## src/rtl/core/rce_pkg.sv

```systemverilog
// package for the reference counted entry cache
// holds widths, request/response word types, codes and chain types
// no dependencies
`timescale 1ns / 1ps

package rce_pkg;

	localparam int SLOTS  = 16;
	localparam int SLOT_W = (SLOTS > 1) ? $clog2(SLOTS) : 1;
	localparam int CMP_W  = (SLOT_W > 4) ? SLOT_W : 4;
	localparam int NUM_W  = 16;
	localparam int CNT_W  = 8;

	localparam logic [NUM_W-1:0] NUM_INVALID = '1;
	localparam logic [CNT_W-1:0] CNT_MAX     = '1;

	localparam logic [1:0] KIND_GET = 2'd0;
	localparam logic [1:0] KIND_DUP = 2'd1;
	localparam logic [1:0] KIND_REL = 2'd2;

	localparam logic [1:0] ST_OK     = 2'd0;
	localparam logic [1:0] ST_NEW    = 2'd1;
	localparam logic [1:0] ST_FULL   = 2'd2;
	localparam logic [1:0] ST_DELETE = 2'd3;

	typedef struct packed {
		logic [1:0]       kind;
		logic [NUM_W-1:0] object_number;
		logic [3:0]       slot_index;
		logic             links_zero;
	} req_t;

	typedef struct packed {
		logic [3:0]       result_slot;
		logic [1:0]       status;
		logic [CNT_W-1:0] count_after;
	} rsp_t;

	typedef struct packed {
		logic hit_seen;
		logic free_seen;
	} scan_t;

	typedef struct packed {
		logic              found;
		logic [SLOT_W-1:0] slot;
		logic [CNT_W-1:0]  count;
		logic              del;
	} res_t;

	typedef enum logic {
		FSM_IDLE,
		FSM_UPDATE
	} state_t;

endpackage

```

## src/rtl/core/rce_cell.sv

```systemverilog
// one slot of the entry cache: object number, reference count, match flags
// passes scan and result words along the chain to its neighbor
// depends on rce_pkg
`timescale 1ns / 1ps

module rce_cell (
	input  logic                      clk,
	input  logic                      arst_n,
	input  logic [rce_pkg::SLOT_W-1:0] cell_idx,
	input  rce_pkg::req_t             req_in,
	input  logic                      match_en,
	input  rce_pkg::req_t             cmd,
	input  logic                      upd_en,
	input  logic                      any_hit,
	input  rce_pkg::scan_t            scan_in,
	output rce_pkg::scan_t            scan_out,
	input  rce_pkg::res_t             res_in,
	output rce_pkg::res_t             res_out,
	output logic                      sel
);

	logic [rce_pkg::NUM_W-1:0] num_q;
	logic [rce_pkg::CNT_W-1:0] cnt_q;
	logic                      hit_q;
	logic                      free_q;

	logic                      is_get;
	logic                      is_dup;
	logic                      is_rel;
	logic                      idx_hit;
	logic                      get_hit;
	logic                      claim;
	logic                      del;
	logic [rce_pkg::CNT_W-1:0] cnt_inc;
	logic [rce_pkg::CNT_W-1:0] cnt_dec;
	logic [rce_pkg::CNT_W-1:0] cnt_new;

	always_ff @(posedge clk or negedge arst_n) begin
		if (!arst_n) begin
			hit_q  <= 1'b0;
			free_q <= 1'b0;
		end else if (match_en) begin
			hit_q  <= (cnt_q != '0) && (num_q == req_in.object_number);
			free_q <= (cnt_q == '0);
		end
	end

	always_comb begin
		is_get   = (cmd.kind == rce_pkg::KIND_GET);
		is_dup   = (cmd.kind == rce_pkg::KIND_DUP);
		is_rel   = (cmd.kind == rce_pkg::KIND_REL);
		idx_hit  = (rce_pkg::CMP_W'(cmd.slot_index) == rce_pkg::CMP_W'(cell_idx));

		scan_out.hit_seen  = scan_in.hit_seen | hit_q;
		scan_out.free_seen = scan_in.free_seen | free_q;

		get_hit = is_get & hit_q & ~scan_in.hit_seen;
		claim   = is_get & ~any_hit & free_q & ~scan_in.free_seen;
		sel     = get_hit | claim | ((is_dup | is_rel) & idx_hit);

		cnt_inc = (cnt_q == rce_pkg::CNT_MAX) ? cnt_q : cnt_q + rce_pkg::CNT_W'(1);
		cnt_dec = (cnt_q != '0) ? cnt_q - rce_pkg::CNT_W'(1) : cnt_q;
		if (claim) begin
			cnt_new = rce_pkg::CNT_W'(1);
		end else if (is_rel) begin
			cnt_new = cnt_dec;
		end else begin
			cnt_new = cnt_inc;
		end
		del = is_rel & (cnt_new == '0) & cmd.links_zero;

		if (sel) begin
			res_out.found = 1'b1;
			res_out.slot  = cell_idx;
			res_out.count = del ? '0 : cnt_new;
			res_out.del   = del;
		end else begin
			res_out = res_in;
		end
	end

	always_ff @(posedge clk or negedge arst_n) begin
		if (!arst_n) begin
			num_q <= rce_pkg::NUM_INVALID;
			cnt_q <= '0;
		end else if (upd_en && sel) begin
			cnt_q <= cnt_new;
			if (claim) begin
				num_q <= cmd.object_number;
			end else if (del) begin
				num_q <= rce_pkg::NUM_INVALID;
			end
		end
	end

endmodule

```

## src/rtl/core/refcounted_entry_cache_unit.sv

```systemverilog
// top level of the reference counted entry cache: request control and cell chain
// depends on rce_pkg and rce_cell
//
// usage:
//   a request word (req) is taken at a rising edge with start high and busy low.
//   kind get looks up object_number, dup raises and rel lowers the count of
//   slot_index. one response word (rsp) comes back per request, marked by done
//   for exactly one cycle; the receiver cannot hold it off.
// operation:
//   in the accept cycle every cell compares its own number and count against
//   the request and registers hit and free flags. the next cycle a scan ripples
//   through the chain of cells to pick the lowest hit or free slot, that cell
//   updates and the response is registered. done and the response word are
//   registered together from the update cycle. busy is high for the one update cycle,
//   so no new request is taken while one is being updated.
// reset:
//   arst_n clears all counts to zero, all numbers to all ones and the control.
`timescale 1ns / 1ps

module refcounted_entry_cache_unit (
	input  logic          clk,
	input  logic          arst_n,
	input  logic          start,
	output logic          busy,
	input  rce_pkg::req_t req,
	output logic          done,
	output rce_pkg::rsp_t rsp
);

	rce_pkg::state_t state_q;
	rce_pkg::state_t state_d;
	rce_pkg::req_t   cmd_q;
	rce_pkg::rsp_t   rsp_q;
	rce_pkg::rsp_t   rsp_d;
	logic            done_q;
	logic            accept;
	logic            upd_en;

	rce_pkg::scan_t  scan_c [rce_pkg::SLOTS+1];
	rce_pkg::res_t   res_c  [rce_pkg::SLOTS+1];
	logic [rce_pkg::SLOTS-1:0] sel;
	logic            any_hit;
	rce_pkg::res_t   res_end;
	logic [rce_pkg::CMP_W-1:0] slot_wide;

	assign busy   = (state_q == rce_pkg::FSM_UPDATE);
	assign accept = start && !busy;
	assign upd_en = (state_q == rce_pkg::FSM_UPDATE);
	assign done   = done_q;
	assign rsp    = rsp_q;

	always_ff @(posedge clk or negedge arst_n) begin
		if (!arst_n) begin
			state_q <= rce_pkg::FSM_IDLE;
			done_q  <= 1'b0;
		end else begin
			state_q <= state_d;
			done_q  <= upd_en;
		end
	end

	always_ff @(posedge clk) begin
		if (accept) begin
			cmd_q <= req;
		end
		if (upd_en) begin
			rsp_q <= rsp_d;
		end
	end

	assign scan_c[0] = '0;
	assign res_c[0]  = '0;

	for (genvar i = 0; i < rce_pkg::SLOTS; i++) begin : g_cell
		rce_cell u_cell (
			.clk      (clk),
			.arst_n   (arst_n),
			.cell_idx (rce_pkg::SLOT_W'(i)),
			.req_in   (req),
			.match_en (accept),
			.cmd      (cmd_q),
			.upd_en   (upd_en),
			.any_hit  (any_hit),
			.scan_in  (scan_c[i]),
			.scan_out (scan_c[i+1]),
			.res_in   (res_c[i]),
			.res_out  (res_c[i+1]),
			.sel      (sel[i])
		);
	end

	assign any_hit   = scan_c[rce_pkg::SLOTS].hit_seen;
	assign res_end   = res_c[rce_pkg::SLOTS];
	assign slot_wide = rce_pkg::CMP_W'(res_end.slot);

	always_comb begin
		state_d = state_q;
		rsp_d   = '0;
		case (state_q)
			rce_pkg::FSM_IDLE: begin
				if (accept) begin
					state_d = rce_pkg::FSM_UPDATE;
				end
			end
			rce_pkg::FSM_UPDATE: begin
				state_d = rce_pkg::FSM_IDLE;
			end
			default: begin
				state_d = rce_pkg::FSM_IDLE;
			end
		endcase

		case (cmd_q.kind)
			rce_pkg::KIND_GET: begin
				if (res_end.found) begin
					rsp_d.result_slot = slot_wide[3:0];
					rsp_d.status      = any_hit ? rce_pkg::ST_OK : rce_pkg::ST_NEW;
					rsp_d.count_after = res_end.count;
				end else begin
					rsp_d.status = rce_pkg::ST_FULL;
				end
			end
			rce_pkg::KIND_DUP, rce_pkg::KIND_REL: begin
				rsp_d.result_slot = cmd_q.slot_index;
				if (res_end.found) begin
					rsp_d.status      = res_end.del ? rce_pkg::ST_DELETE : rce_pkg::ST_OK;
					rsp_d.count_after = res_end.count;
				end else begin
					rsp_d.status = rce_pkg::ST_FULL;
				end
			end
			default: begin
				rsp_d = '0;
			end
		endcase
	end

	// checks
	a_accept_busy: assert property (@(posedge clk) disable iff (!arst_n)
		accept |=> busy)
		else $error("accepted request did not raise busy");

	a_done_after_update: assert property (@(posedge clk) disable iff (!arst_n)
		upd_en |=> done)
		else $error("update cycle produced no response");

	a_done_single: assert property (@(posedge clk) disable iff (!arst_n)
		done |=> !done)
		else $error("response strobe held for two cycles");

	a_one_cell_sel: assert property (@(posedge clk) disable iff (!arst_n)
		upd_en |-> $onehot0(sel))
		else $error("more than one cell selected");

endmodule
```

## config.mk

```make
export PLATFORM = sky130hd
export DESIGN_NAME = refcounted_entry_cache_unit
export DESIGN_NICKNAME = d
export VERILOG_FILES = /design/src/rtl/core/rce_pkg.sv /design/src/rtl/core/rce_cell.sv /design/src/rtl/core/refcounted_entry_cache_unit.sv
export SDC_FILE = /design/constraint.sdc
export NUM_CORES = 1
export LEC_CHECK = 0
export BUFFER_PORTS_ARGS = -buffer_cell sky130_fd_sc_hd__buf_4
export CORE_ASPECT_RATIO = 1.5
export CORE_MARGIN = 2
export CORE_UTILIZATION = 60
export CTS_CLUSTER_SIZE = 25
export DETAILED_ROUTE_END_ITERATION = 10
export PLACE_DENSITY = 0.76
export SYNTH_ARGS = -nofsm -noshare
export SYNTH_HDL_FRONTEND = slang
export SYNTH_SLANG_ARGS = --single-unit
```

## constraint.sdc

```tcl
create_clock -name clk -period 6.1 [get_ports clk]
set_input_delay 1.525 -clock clk [delete_from_list [all_inputs] [get_ports clk]]
set_output_delay 1.525 -clock clk [all_outputs]
set_load 0.005 [all_outputs]
```

Word-level counts from Yosys, hierarchy flattened
Cells that the tools add are included.
{"block": "op_classes", "multipliers": 0, "n_shift": 0, "n_eq_ne": 49, "n_mux": 137, "magnitude_cmp": 0, "addsub": 32, "div_mod_pow": 0, "n_reduce_logical": 117, "bitwise_logic": 205}
{"operator": "$mux 8", "n": 81}
{"operator": "$mux 16", "n": 32}
{"operator": "$eq 16x16->1", "n": 16}
{"operator": "$logic_not 8->1", "n": 32}
{"operator": "$mux 14", "n": 16}
{"operator": "$add 8x1->8 const B", "n": 16}
{"operator": "$eq 8x8->1 const B", "n": 16}
{"operator": "$reduce_bool 8->1", "n": 16}
{"operator": "$sub 8x1->8 const B", "n": 16}
{"operator": "$and 1x1->1", "n": 111}
{"operator": "$or 1x1->1", "n": 62}
{"operator": "$logic_and 1x1->1", "n": 33}
{"operator": "$eq 4x4->1 const B", "n": 8}
{"operator": "$not 1->1", "n": 32}
{"operator": "$reduce_and 2->1", "n": 16}
{"operator": "$reduce_bool 2->1", "n": 16}
{"operator": "$pmux 14 s2", "n": 1}
{"operator": "$eq 4x3->1 const B", "n": 4}
{"operator": "$eq 4x2->1 const B", "n": 2}
{"operator": "$mux 2", "n": 3}
{"operator": "$eq 4x1->1 const B", "n": 1}
{"operator": "$logic_not 4->1", "n": 1}
{"operator": "$mux 4", "n": 1}
{"operator": "$eq 2x1->1 const B", "n": 1}
{"operator": "other kinds (6)", "n": 7}
{"block": "word_totals", "input_bits": 26, "wordCells": 613, "latchBits": 0, "ramBits": 0, "rom_bits": 0, "memories": 0, "reg_bits": 455, "output_inout_bits": 16}

Depth between registers and ports, before layout
Gate-level depths: netlist (run 1).
{"block": "logic_depth", "word_depth": 42, "mapped_depth": 17, "depth_no_buf": 13}

Modules after synthesis
Synthesis (run 1) repeated with hierarchy kept, for this count alone.
{"block": "unflattened", "cells_unflattened": 3918, "hier_area_um2": 35995.8}
{"mod": "rce_cell (g_cell[1].u_cell ...)", "area_each_um2": 2209.6, "cells_each": 243, "seq_area_each_um2": 670.6, "n_inst": 9}
{"mod": "rce_cell (g_cell[0].u_cell ...)", "area_each_um2": 2098.3, "cells_each": 237, "seq_area_each_um2": 670.6, "n_inst": 7}
{"mod": "refcounted_entry_cache_unit", "area_each_um2": 1421.4, "cells_each": 72, "seq_area_each_um2": 1161.1, "n_inst": 1}

Worst setup path before layout (run 1)
Ideal clock, no wire load.
{"block": "synth_timing", "kind": "register to register", "start": "register cmd_q[21] (netlist name)", "end": "register rsp_q, in the netlist rsp[9], data pin", "path_stages_with_launch": 16, "arrival_time_ps": 3260, "n_path_buf": 2, "period_less_slack_ps": 3515, "t_required_ps": 5845, "setup_time_ps": 255, "slack_ps": 2585, "cell_sequence": "edfxtp_1 > inv_1 > ha_1 > or3b_1 > buf_6 > nor4_4 > nand2_4 > or3_1 > buf_2 > nand2_1 > or4_1 > a21oi_1 > a211oi_1 > o31ai_1 > o211a_1 > o21ba_1"}
{"element": "from (decl)", "line_no": "refcounted_entry_cache_unit.sv:32", "rtl": "rce_pkg::req_t cmd_q;"}
{"element": "from (signal assigned)", "line_no": "refcounted_entry_cache_unit.sv:64", "rtl": "cmd_q <= req;"}
{"element": "to (signal assigned)", "line_no": "refcounted_entry_cache_unit.sv:67", "rtl": "rsp_q <= rsp_d;"}
{"element": "to (decl)", "line_no": "refcounted_entry_cache_unit.sv:33", "rtl": "rce_pkg::rsp_t rsp_q;"}

Worst setup path in the final report (run 1)
{"block": "layout_timing", "start": "register cmd_q[21] (netlist name)", "end": "register g_cell[9].u_cell.num_q[15] (netlist name)"}
{"block": "layout_between", "elab_chain_len": 10, "elab_cells_between_ends": 21, "cone_classes": "eq/ne (2); mux (3); bitwise (11); reduce/logical (5)"}
{"element": "$logic_not 2->1", "line_no": "rce_cell.sv:49", "rtl": "is_get = (cmd.kind == rce_pkg::KIND_GET);"}
{"element": "$and 1x1->1 (3 in series)", "line_no": "rce_cell.sv:58", "rtl": "claim = is_get & ~any_hit & free_q & ~scan_in.free_seen;"}
{"element": "$mux 8", "line_no": "rce_cell.sv:63", "rtl": "if (claim) begin"}
{"element": "$logic_not 8->1", "line_no": "rce_cell.sv:70", "rtl": "del = is_rel & (cnt_new == '0) & cmd.links_zero;"}
{"element": "$and 1x1->1 (2 in series)", "line_no": "rce_cell.sv:70"}
{"element": "$reduce_bool 2->1 (no line)"}
{"element": "$reduce_and 2->1 (no line)"}
{"element": "to (signal assigned)", "line_no": "rce_cell.sv:84", "rtl": "num_q <= rce_pkg::NUM_INVALID;"}
{"element": "to (signal assigned)", "line_no": "rce_cell.sv:89", "rtl": "num_q <= cmd.object_number;"}
{"element": "to (signal assigned)", "line_no": "rce_cell.sv:91", "rtl": "num_q <= rce_pkg::NUM_INVALID;"}
{"element": "to (decl)", "line_no": "rce_cell.sv:22", "rtl": "logic [rce_pkg::NUM_W-1:0] num_q;"}
Parallel ways exist; a longest one is shown, timed or not.
A chain may end at the register's enable or synchronous reset.

==> results of run 1 <==
per-stage QoR:
| stage | setup slack [ns] | instances |
|---|---|---|
| floorplan | 2.59 | 3533 |
| global placement | 1.39 | 3983 |
| detailed placement | 1.30 | 3983 |
| CTS | 1.28 | 4066 |
| global route | 0.781 | 4066 |
| finish | 1.11 | 4067 |
sequential cells by signal (all words and copies together) (netlist names):
signal	flops
busy	1
cmd_q	23
done	1
g_cell.u_cell.cnt_q	128
g_cell.u_cell.free_q	16
g_cell.u_cell.hit_q	16
g_cell.u_cell.num_q	256
rsp	14
placed cells by master, fill, tap and decap left out, types with 34 or more instances in the layout:
master / count
nor3_1: 97
nor2_1: 482
ha_1: 34
a31oi_1: 39
o22ai_1: 39
a21oi_1: 119
o22a_1: 164
o21ai_0: 205
nand2_1: 389
clkbuf_16: 46
inv_1: 62
xor2_1: 183
xnor2_1: 132
dfrtp_1: 161
and3_1: 37
dfstp_2: 256
nand4_1: 68
nor4_1: 80
nand3_1: 107
edfxtp_1: 37
o31ai_1: 65
buf_4: 60
final cells by class:
type                       count  share of cell area [%]
multi-input combinational   2735                    52.9
sequential                   455                    37.3
clock buffer                  66                    4.16
tap                          663                    2.60
timing repair buffer          66                    1.77
inverter                      64                   0.753
clock inverter                17                   0.569
antenna                        1                 0.00785
power by group through the flow:
| stage | registers [mW] | logic [mW] | clock network (mW) |
|---|---|---|---|
| floorplan | 4.02 | 3.09 | 0 |
| global placement | 4.40 | 3.76 | 0 |
| detailed placement | 4.44 | 3.84 | 0 |
| CTS | 4.39 | 3.87 | 2.90 |
| global route | 4.49 | 4.29 | 3.00 |
| finish | 4.42 | 3.94 | 2.88 |
logic make-up after synthesis:
kind of cell             Yosys count  synth area share [%]
XOR/XNOR                         315                  9.18
adder cells (fa/ha/maj)           35                  1.46
flip-flops                       455                  39.5
AO/OA/AOI/OAI                    847                  19.4
AND/OR/NAND/NOR                 1485                  24.0
multiplexers                      53                  1.89
buffers and inverters            343                  4.44
per-layer routing:
metal  share of wire (%)  wire length, um  global-route usage [%]
met3                 6.8             6960                    4.99
met1                  36            36800                    43.8
met5               0.013               13                       0
met2                  49            49800                    66.5
met4                 8.1             8210                    27.6
worst max-delay path, delay by kind of cell, from the launching register on:
| kind | cells | cell delay, ns |
|---|---|---|
| adder cells (fa/ha/maj) | 1 | 0.33 |
| flip-flops | 1 | 0.40 |
| AO/OA/AOI/OAI | 1 | 0.94 |
| buffers and inverters | 1 | 0.13 |
| AND/OR/NAND/NOR | 7 | 3.11 |
path summary, 6_finish.rpt:
kind / endpoint / slack, ns / cells after the start
setup / recovery: g_cell[9].u_cell.num_q[15]$_DFFE_PN1P_ / 1.11 / 10
hold / removal: g_cell[8].u_cell.num_q[15]$_DFFE_PN1P_ / 0.51 / 2
setup reg to reg: g_cell[9].u_cell.num_q[15]$_DFFE_PN1P_ / 1.11 / 10
hold reg to reg: g_cell[8].u_cell.num_q[15]$_DFFE_PN1P_ / 0.51 / 2
max in group asynchronous: g_cell[4].u_cell.hit_q$_DFFE_PN0P_ / 3.95 / 2
min in group asynchronous: g_cell[9].u_cell.cnt_q[3]$_DFFE_PN0P_ / 0.90 / 1
==> results_dict.tcl, run 1 <==
set metrics [dict create \
    postPlaceCellArea_mm2 0.0304 \
    grt_pass1_vias 26700 \
    outcome "completed" \
    cp.required_ns 6.61 \
    grt-ovfl-total 0 \
    cts_hold_buffers 0 \
    portBuffers 41 \
    p_leak_nw 12.3 \
    clockBufferDepth 3 \
    synthDistinctLibCells 104 \
    synth_flop_cell "dfstp_2" \
    initial_core_util_pct 60.7 \
    max_cap_viol_count 0 \
    netlist_top_cells_count "482 x nor2_1, 389 x nand2_1, 256 x dfstp_2, 221 x clkbuf_1, 205 x o21ai_0" \
    p_int_mw 6.83 \
    critPathLaunch "cmd_q[21]$_DFFE_PP_" \
    yosysWarnings 0 \
    core_area_mm2 0.0495 \
    setup_tns_ns 0 \
    ys_seq_area_share_pct 39.5 \
    nets 3428 \
    worstMarginPinSlew_ns 1.34 \
    r2r-start "cmd_q[21]$_DFFE_PP_" \
    first_pass_iters 8 \
    synth.area.top_cells "dfstp_2 22%, dfrtp_1 13%, nor2_1 6.0%, xor2_1 5.3%, nand2_1 4.9%" \
    row_count 100 \
    seqCellArea_mm2 0.0119 \
    postCtsSetupBuffers 0 \
    num_vias 27700 \
    area_delta_synth_final_pct 6.07 \
    async_flop_share_pct 91.9 \
    cts_tree "done" \
    hold_class "reg2reg" \
    hpwl_um 71600 \
    syn-num-nets 3594 \
    setup_viol 0 \
    cts_max_level 2 \
    slew_headroom_pct 9.74 \
    stdcell_area_mm2 0.0319 \
    cts_made_buffers 45 \
    ant_nets 0 \
    cp-start-kind "register" \
    maxSlewViolCount 0 \
    yosysTopAreaCellShare_pct 22.4 \
    power.switching_mw 4.42 \
    crit_fanout 17 \
    synthCells 3533 \
    holdWs_ns 0.510 \
    total_power_mw 11.2 \
    ios 42 \
    clk_latency_ns 0.58 \
    drive_gt1_share_pct 14.2 \
    clkTransAtPathRegs_ns 0.07 \
    criticalPathCategory "reg2reg" \
    ys_ff_latch 455 \
    ir_drop_v 0.000443 \
    drc 0 \
    arrival_ns 5.50 \
    drt-wirelength-per-cell_um 25.0 \
    finalHoldViolations 0 \
    track_usage_pct 38.4 \
    cts_root_buffer "clkbuf_16" \
    hold_start "g_cell[8].u_cell.num_q[15]$_DFFE_PN1P_" \
    powerDensity_mw_per_mm2 353 \
    yosys.area.top_type "dfstp_2" \
    synth_edf_count 37 \
    p_sw_share_pct 39.3 \
    pwr-share-comb_pct 35.1 \
    rsz0062_at_grt "false" \
    critPathMaxStageDelay_ns 1.01 \
    finalClockSkew_ns 0.0154 \
    syn-cell-area_mm2 0.0301 \
    cts_resized 0 \
    grt_max_degree 117 \
    routed_wl_um 102000 \
    grt_pass1_wl_um 155000 \
    routed_via_density 6.81 \
    postSynthAreaPerCell_um2 8.51 \
    crit_chain "inv_1 > ha_1 > nor3b_1 > nand4_2 > nor4_1 > and2_1 > nand2_1 > o21ai_1 > nor2_1 > nor2_1" \
    fin_crit_sh_pct 81.8 \
    clock.fmax_mhz 200 \
    finalCriticalPeriod_ns 4.99 \
    path_common_cell "nor2_1" \
    antenna_found_initial 1 \
    gp_congestion 1.01 \
    clock_power_share_pct 25.6 \
    cts_sinks 455 \
    end_kind "register" \
    slowest_stage "nor4_1" \
    sequentialPowerShare_pct 39.3 \
    die_h_um 278 \
    synth.most_common_cell "nor2_1" \
    die_area_mm2 0.0520 \
    final_util_pct 64.4 \
    die_x_um 187 \
    drtIter0Drc 2603 \
    multi_input_area_mm2 0.0169 \
    fill_cells 4235 \
]
(Power assumes the default switching activity.)
==> run 2: changes to the inputs <==
--- a/config.mk
+++ b/config.mk
@@ -5,6 +5,7 @@
 export SDC_FILE = /design/constraint.sdc
 export NUM_CORES = 1
 export LEC_CHECK = 0
+export ABC_AREA = 1
 export BUFFER_PORTS_ARGS = -buffer_cell sky130_fd_sc_hd__buf_4
 export CORE_ASPECT_RATIO = 1.5
 export CORE_MARGIN = 2
==> constraint.sdc (replaced) <==
create_clock -name clk -period 4.9 [get_ports clk]
set_input_delay 1.225 -clock clk [delete_from_list [all_inputs] [get_ports clk]]
set_output_delay 1.225 -clock clk [all_outputs]
set_load 0.005 [all_outputs]
==> run 2 against run 1 <==
Total power up 37%. Critical path depth increased by 8. Worst hold slack worse by 0.018 ns. Utilization is 1.8 points higher. Synthesized cell count grew 8.0%. Sequential power is 35% higher. Register-to-register slack worse by 0.62 ns. Global-route usage fell by 0.40 points. Flip-flop and latch count stayed put. Synthesized area fell by 3.2%. First-iteration DRC count rose by 19%. Critical path type unchanged.
==> results_dict.tcl, run 2 <==
set metrics [dict create \
    drive_gt1_share_pct 13.5 \
    max_cap_viol_count 0 \
    setup_viol 0 \
    ir_drop_v 0.000409 \
    criticalPathCategory "reg2reg" \
    fin_crit_sh_pct 90.0 \
    gp_congestion 1.05 \
    num_vias 27600 \
    portBuffers 41 \
    ys_seq_area_share_pct 40.9 \
    synth.most_common_cell "nand2_1" \
    synth_edf_count 37 \
    final_common_cell "nand2_1" \
    routed_wl_um 95700 \
    yosysWarnings 0 \
    clkTransAtPathRegs_ns 0.07 \
    cts_sinks 455 \
    p_leak_nw 14.9 \
    cp-start-kind "register" \
    core_area_mm2 0.0478 \
    worst-r2r-cell-count 18 \
    rsz0062_at_grt "false" \
    outcome "completed" \
    postSynthAreaPerCell_um2 7.62 \
    cts_max_level 2 \
    setup_tns_ns 0 \
    layoutNonFillerInstCount 4425 \
    regMostFlops "g_cell.u_cell.num_q" \
    clk_latency_ns 0.60 \
    drc 0 \
    clock.fmax_mhz 227 \
    synth.area.top_cells "dfstp_2 23%, dfrtp_1 14%, nand2_1 8.1%, inv_1 8.0%, o22ai_1 6.4%" \
    hold_class "reg2reg" \
    syn-cell-area_mm2 0.0291 \
    powerDensity_mw_per_mm2 488 \
    rr_endpoint "g_cell[7].u_cell.num_q[3]$_DFFE_PN1P_" \
    grt_max_degree 112 \
    grt_pass1_vias 26700 \
    cts_made_buffers 47 \
    area_delta_synth_final_pct 8.73 \
    use_met3_pct 4.48 \
    cts_root_buffer "clkbuf_16" \
    pre_cts_slack_ns 0.641 \
    finalClockSkew_ns 0.0187 \
    layout_common_cells "628 x nand2_1, 616 x inv_1, 358 x o21ai_0, 298 x o22ai_1, 256 x dfstp_2" \
    synth_flop_cell "dfstp_2" \
    end_kind "register" \
    largest_reg_flops 256 \
    reg_top3 "g_cell.u_cell.num_q x256, g_cell.u_cell.cnt_q x128, cmd_q x23" \
    regToRegSetupSlack_ns 0.49 \
    min_path_cells 2 \
    crit_fanout 16 \
    ios 42 \
    first_pass_iters 6 \
    holdPathEnd "g_cell[0].u_cell.num_q[5]$_DFFE_PN1P_" \
    hold_start "g_cell[0].u_cell.num_q[5]$_DFFE_PN1P_" \
    nets 3846 \
    drtIter0Drc 3108 \
    hpwl_um 67600 \
    row_count 98 \
    netlist_top_cells_count "628 x nand2_1, 617 x inv_1, 358 x o21ai_0, 298 x o22ai_1, 256 x dfstp_2" \
    synthCells 3816 \
    grt_pass1_wl_um 148000 \
    routed_via_density 6.25 \
    place_inst 4336 \
    ant_nets 0 \
    grt_use_met2_pct 64.6 \
    yosysTopAreaCellShare_pct 23.1 \
    arrival_ns 4.94 \
    postCtsSetupBuffers 0 \
    finalCriticalPeriod_ns 4.41 \
    die_area_mm2 0.0503 \
    final_util_pct 66.1 \
    synthDistinctLibCells 73 \
    yosys.area.top_type "dfstp_2" \
    maxSlewViolCount 0 \
    antenna_found_initial 3 \
    holdWs_ns 0.492 \
    grt-ovfl-total 0 \
    async_flop_share_pct 91.9 \
    initial_core_util_pct 60.8 \
    cp.required_ns 5.43 \
    setup_ws_ns 0.491 \
    track_usage_pct 38.0 \
    slew_headroom_pct 18.0 \
    met1_usage_pct 45.5 \
    clockBufferDepth 3 \
    cts_tree "done" \
    die_x_um 184 \
    ys_ff_latch 455 \
    cts_resized 0 \
    worstMarginPinSlew_ns 1.23 \
    finalHoldViolations 0 \
    cts_hold_buffers 0 \
    grt_busiest_layer "met2" \
    drt-wirelength-per-cell_um 21.6 \
    r2r-start "g_cell[0].u_cell.hit_q$_DFFE_PN0P_" \
    syn-num-nets 3877 \
    die_h_um 274 \
]
## run 2: metrics by stage
stage / power [mW] / cell area, um2
after floorplan: 9.81 / 29100
after detailed placement: 11.4 / 29900
after CTS: 15.4 / 31600
final: 15.5 / 31600
after global placement: 11.3 / 29900
after global routing: 16.4 / 31600
## run 2: layout make-up
class	count	area, um2
fillers	4166	16200
multi-input cells	2553	14100
flip-flops and latches	455	11900
inverters	633	2380
clock buffers	64	1360
repair buffers	95	796
well taps	600	751
clock inverters	24	332
diodes	1	2.50
## run 2: worst max-delay path by stage
stage,start,end,cells past startpoint,slack (ns)
5_1_grt,g_cell[0].u_cell.hit_q$_DFFE_PN0P_,g_cell[7].u_cell.num_q[3]$_DFFE_PN1P_,18,0.15
2_1_floorplan,g_cell[0].u_cell.hit_q$_DFFE_PN0P_,rsp[9]$_DFFE_PP_,28,1.70
4_1_cts,g_cell[0].u_cell.hit_q$_DFFE_PN0P_,g_cell[7].u_cell.num_q[3]$_DFFE_PN1P_,18,0.60
6_report,g_cell[0].u_cell.hit_q$_DFFE_PN0P_,g_cell[7].u_cell.num_q[3]$_DFFE_PN1P_,18,0.49
3_5_place_dp,g_cell[0].u_cell.hit_q$_DFFE_PN0P_,g_cell[7].u_cell.num_q[3]$_DFFE_PN1P_,18,0.64
3_3_place_gp,cmd_q[21]$_DFFE_PP_,g_cell[7].u_cell.num_q[7]$_DFFE_PN1P_,15,0.76
## run 2: kinds of logic (layout without fill, tap and decap cells)
group,count (synthesis),after routing,synth area share [%]
DFF,455,455,40.9
xor gates and xnor gates,216,216,6.50
and+or+nand+nor,1339,1339,20.9
buffers and inverters,808,816,10.6
adders and majority gates,35,35,1.51
AOI/OAI and AO/OA,963,963,19.6
other,0,1,0
## run 2: report_power, final
group	total, mW	switching [mW]	internal [mW]
Sequential	5.96	0.948	5.01
Clock	3.94	1.65	2.29
Combinational	5.55	3.58	1.97
## run 2: layer usage
metal	part of all wire (%)	vias up
li1	-	12800
met5	0.027	-
met1	37	13100
met2	48	1288
met3	7.3	380
met4	7.3	4
## run 2: critical path, stage by stage (launching register included)
cell and delay (ns):
dfrtp_1 0.41, nor2_2 0.16, nand4_1 0.17, nor2_2 0.18
nand4_2 0.14, nor2_4 0.16, nand4_4 0.14, nor3_4 0.23
nand2_4 0.21, clkinv_2 0.25, buf_4 0.28, nand3_2 0.19
nand2_1 0.21, inv_1 0.10, nor2_1 0.25, inv_1 0.23
a21oi_2 0.75, o22ai_1 0.17, inv_1 0.10
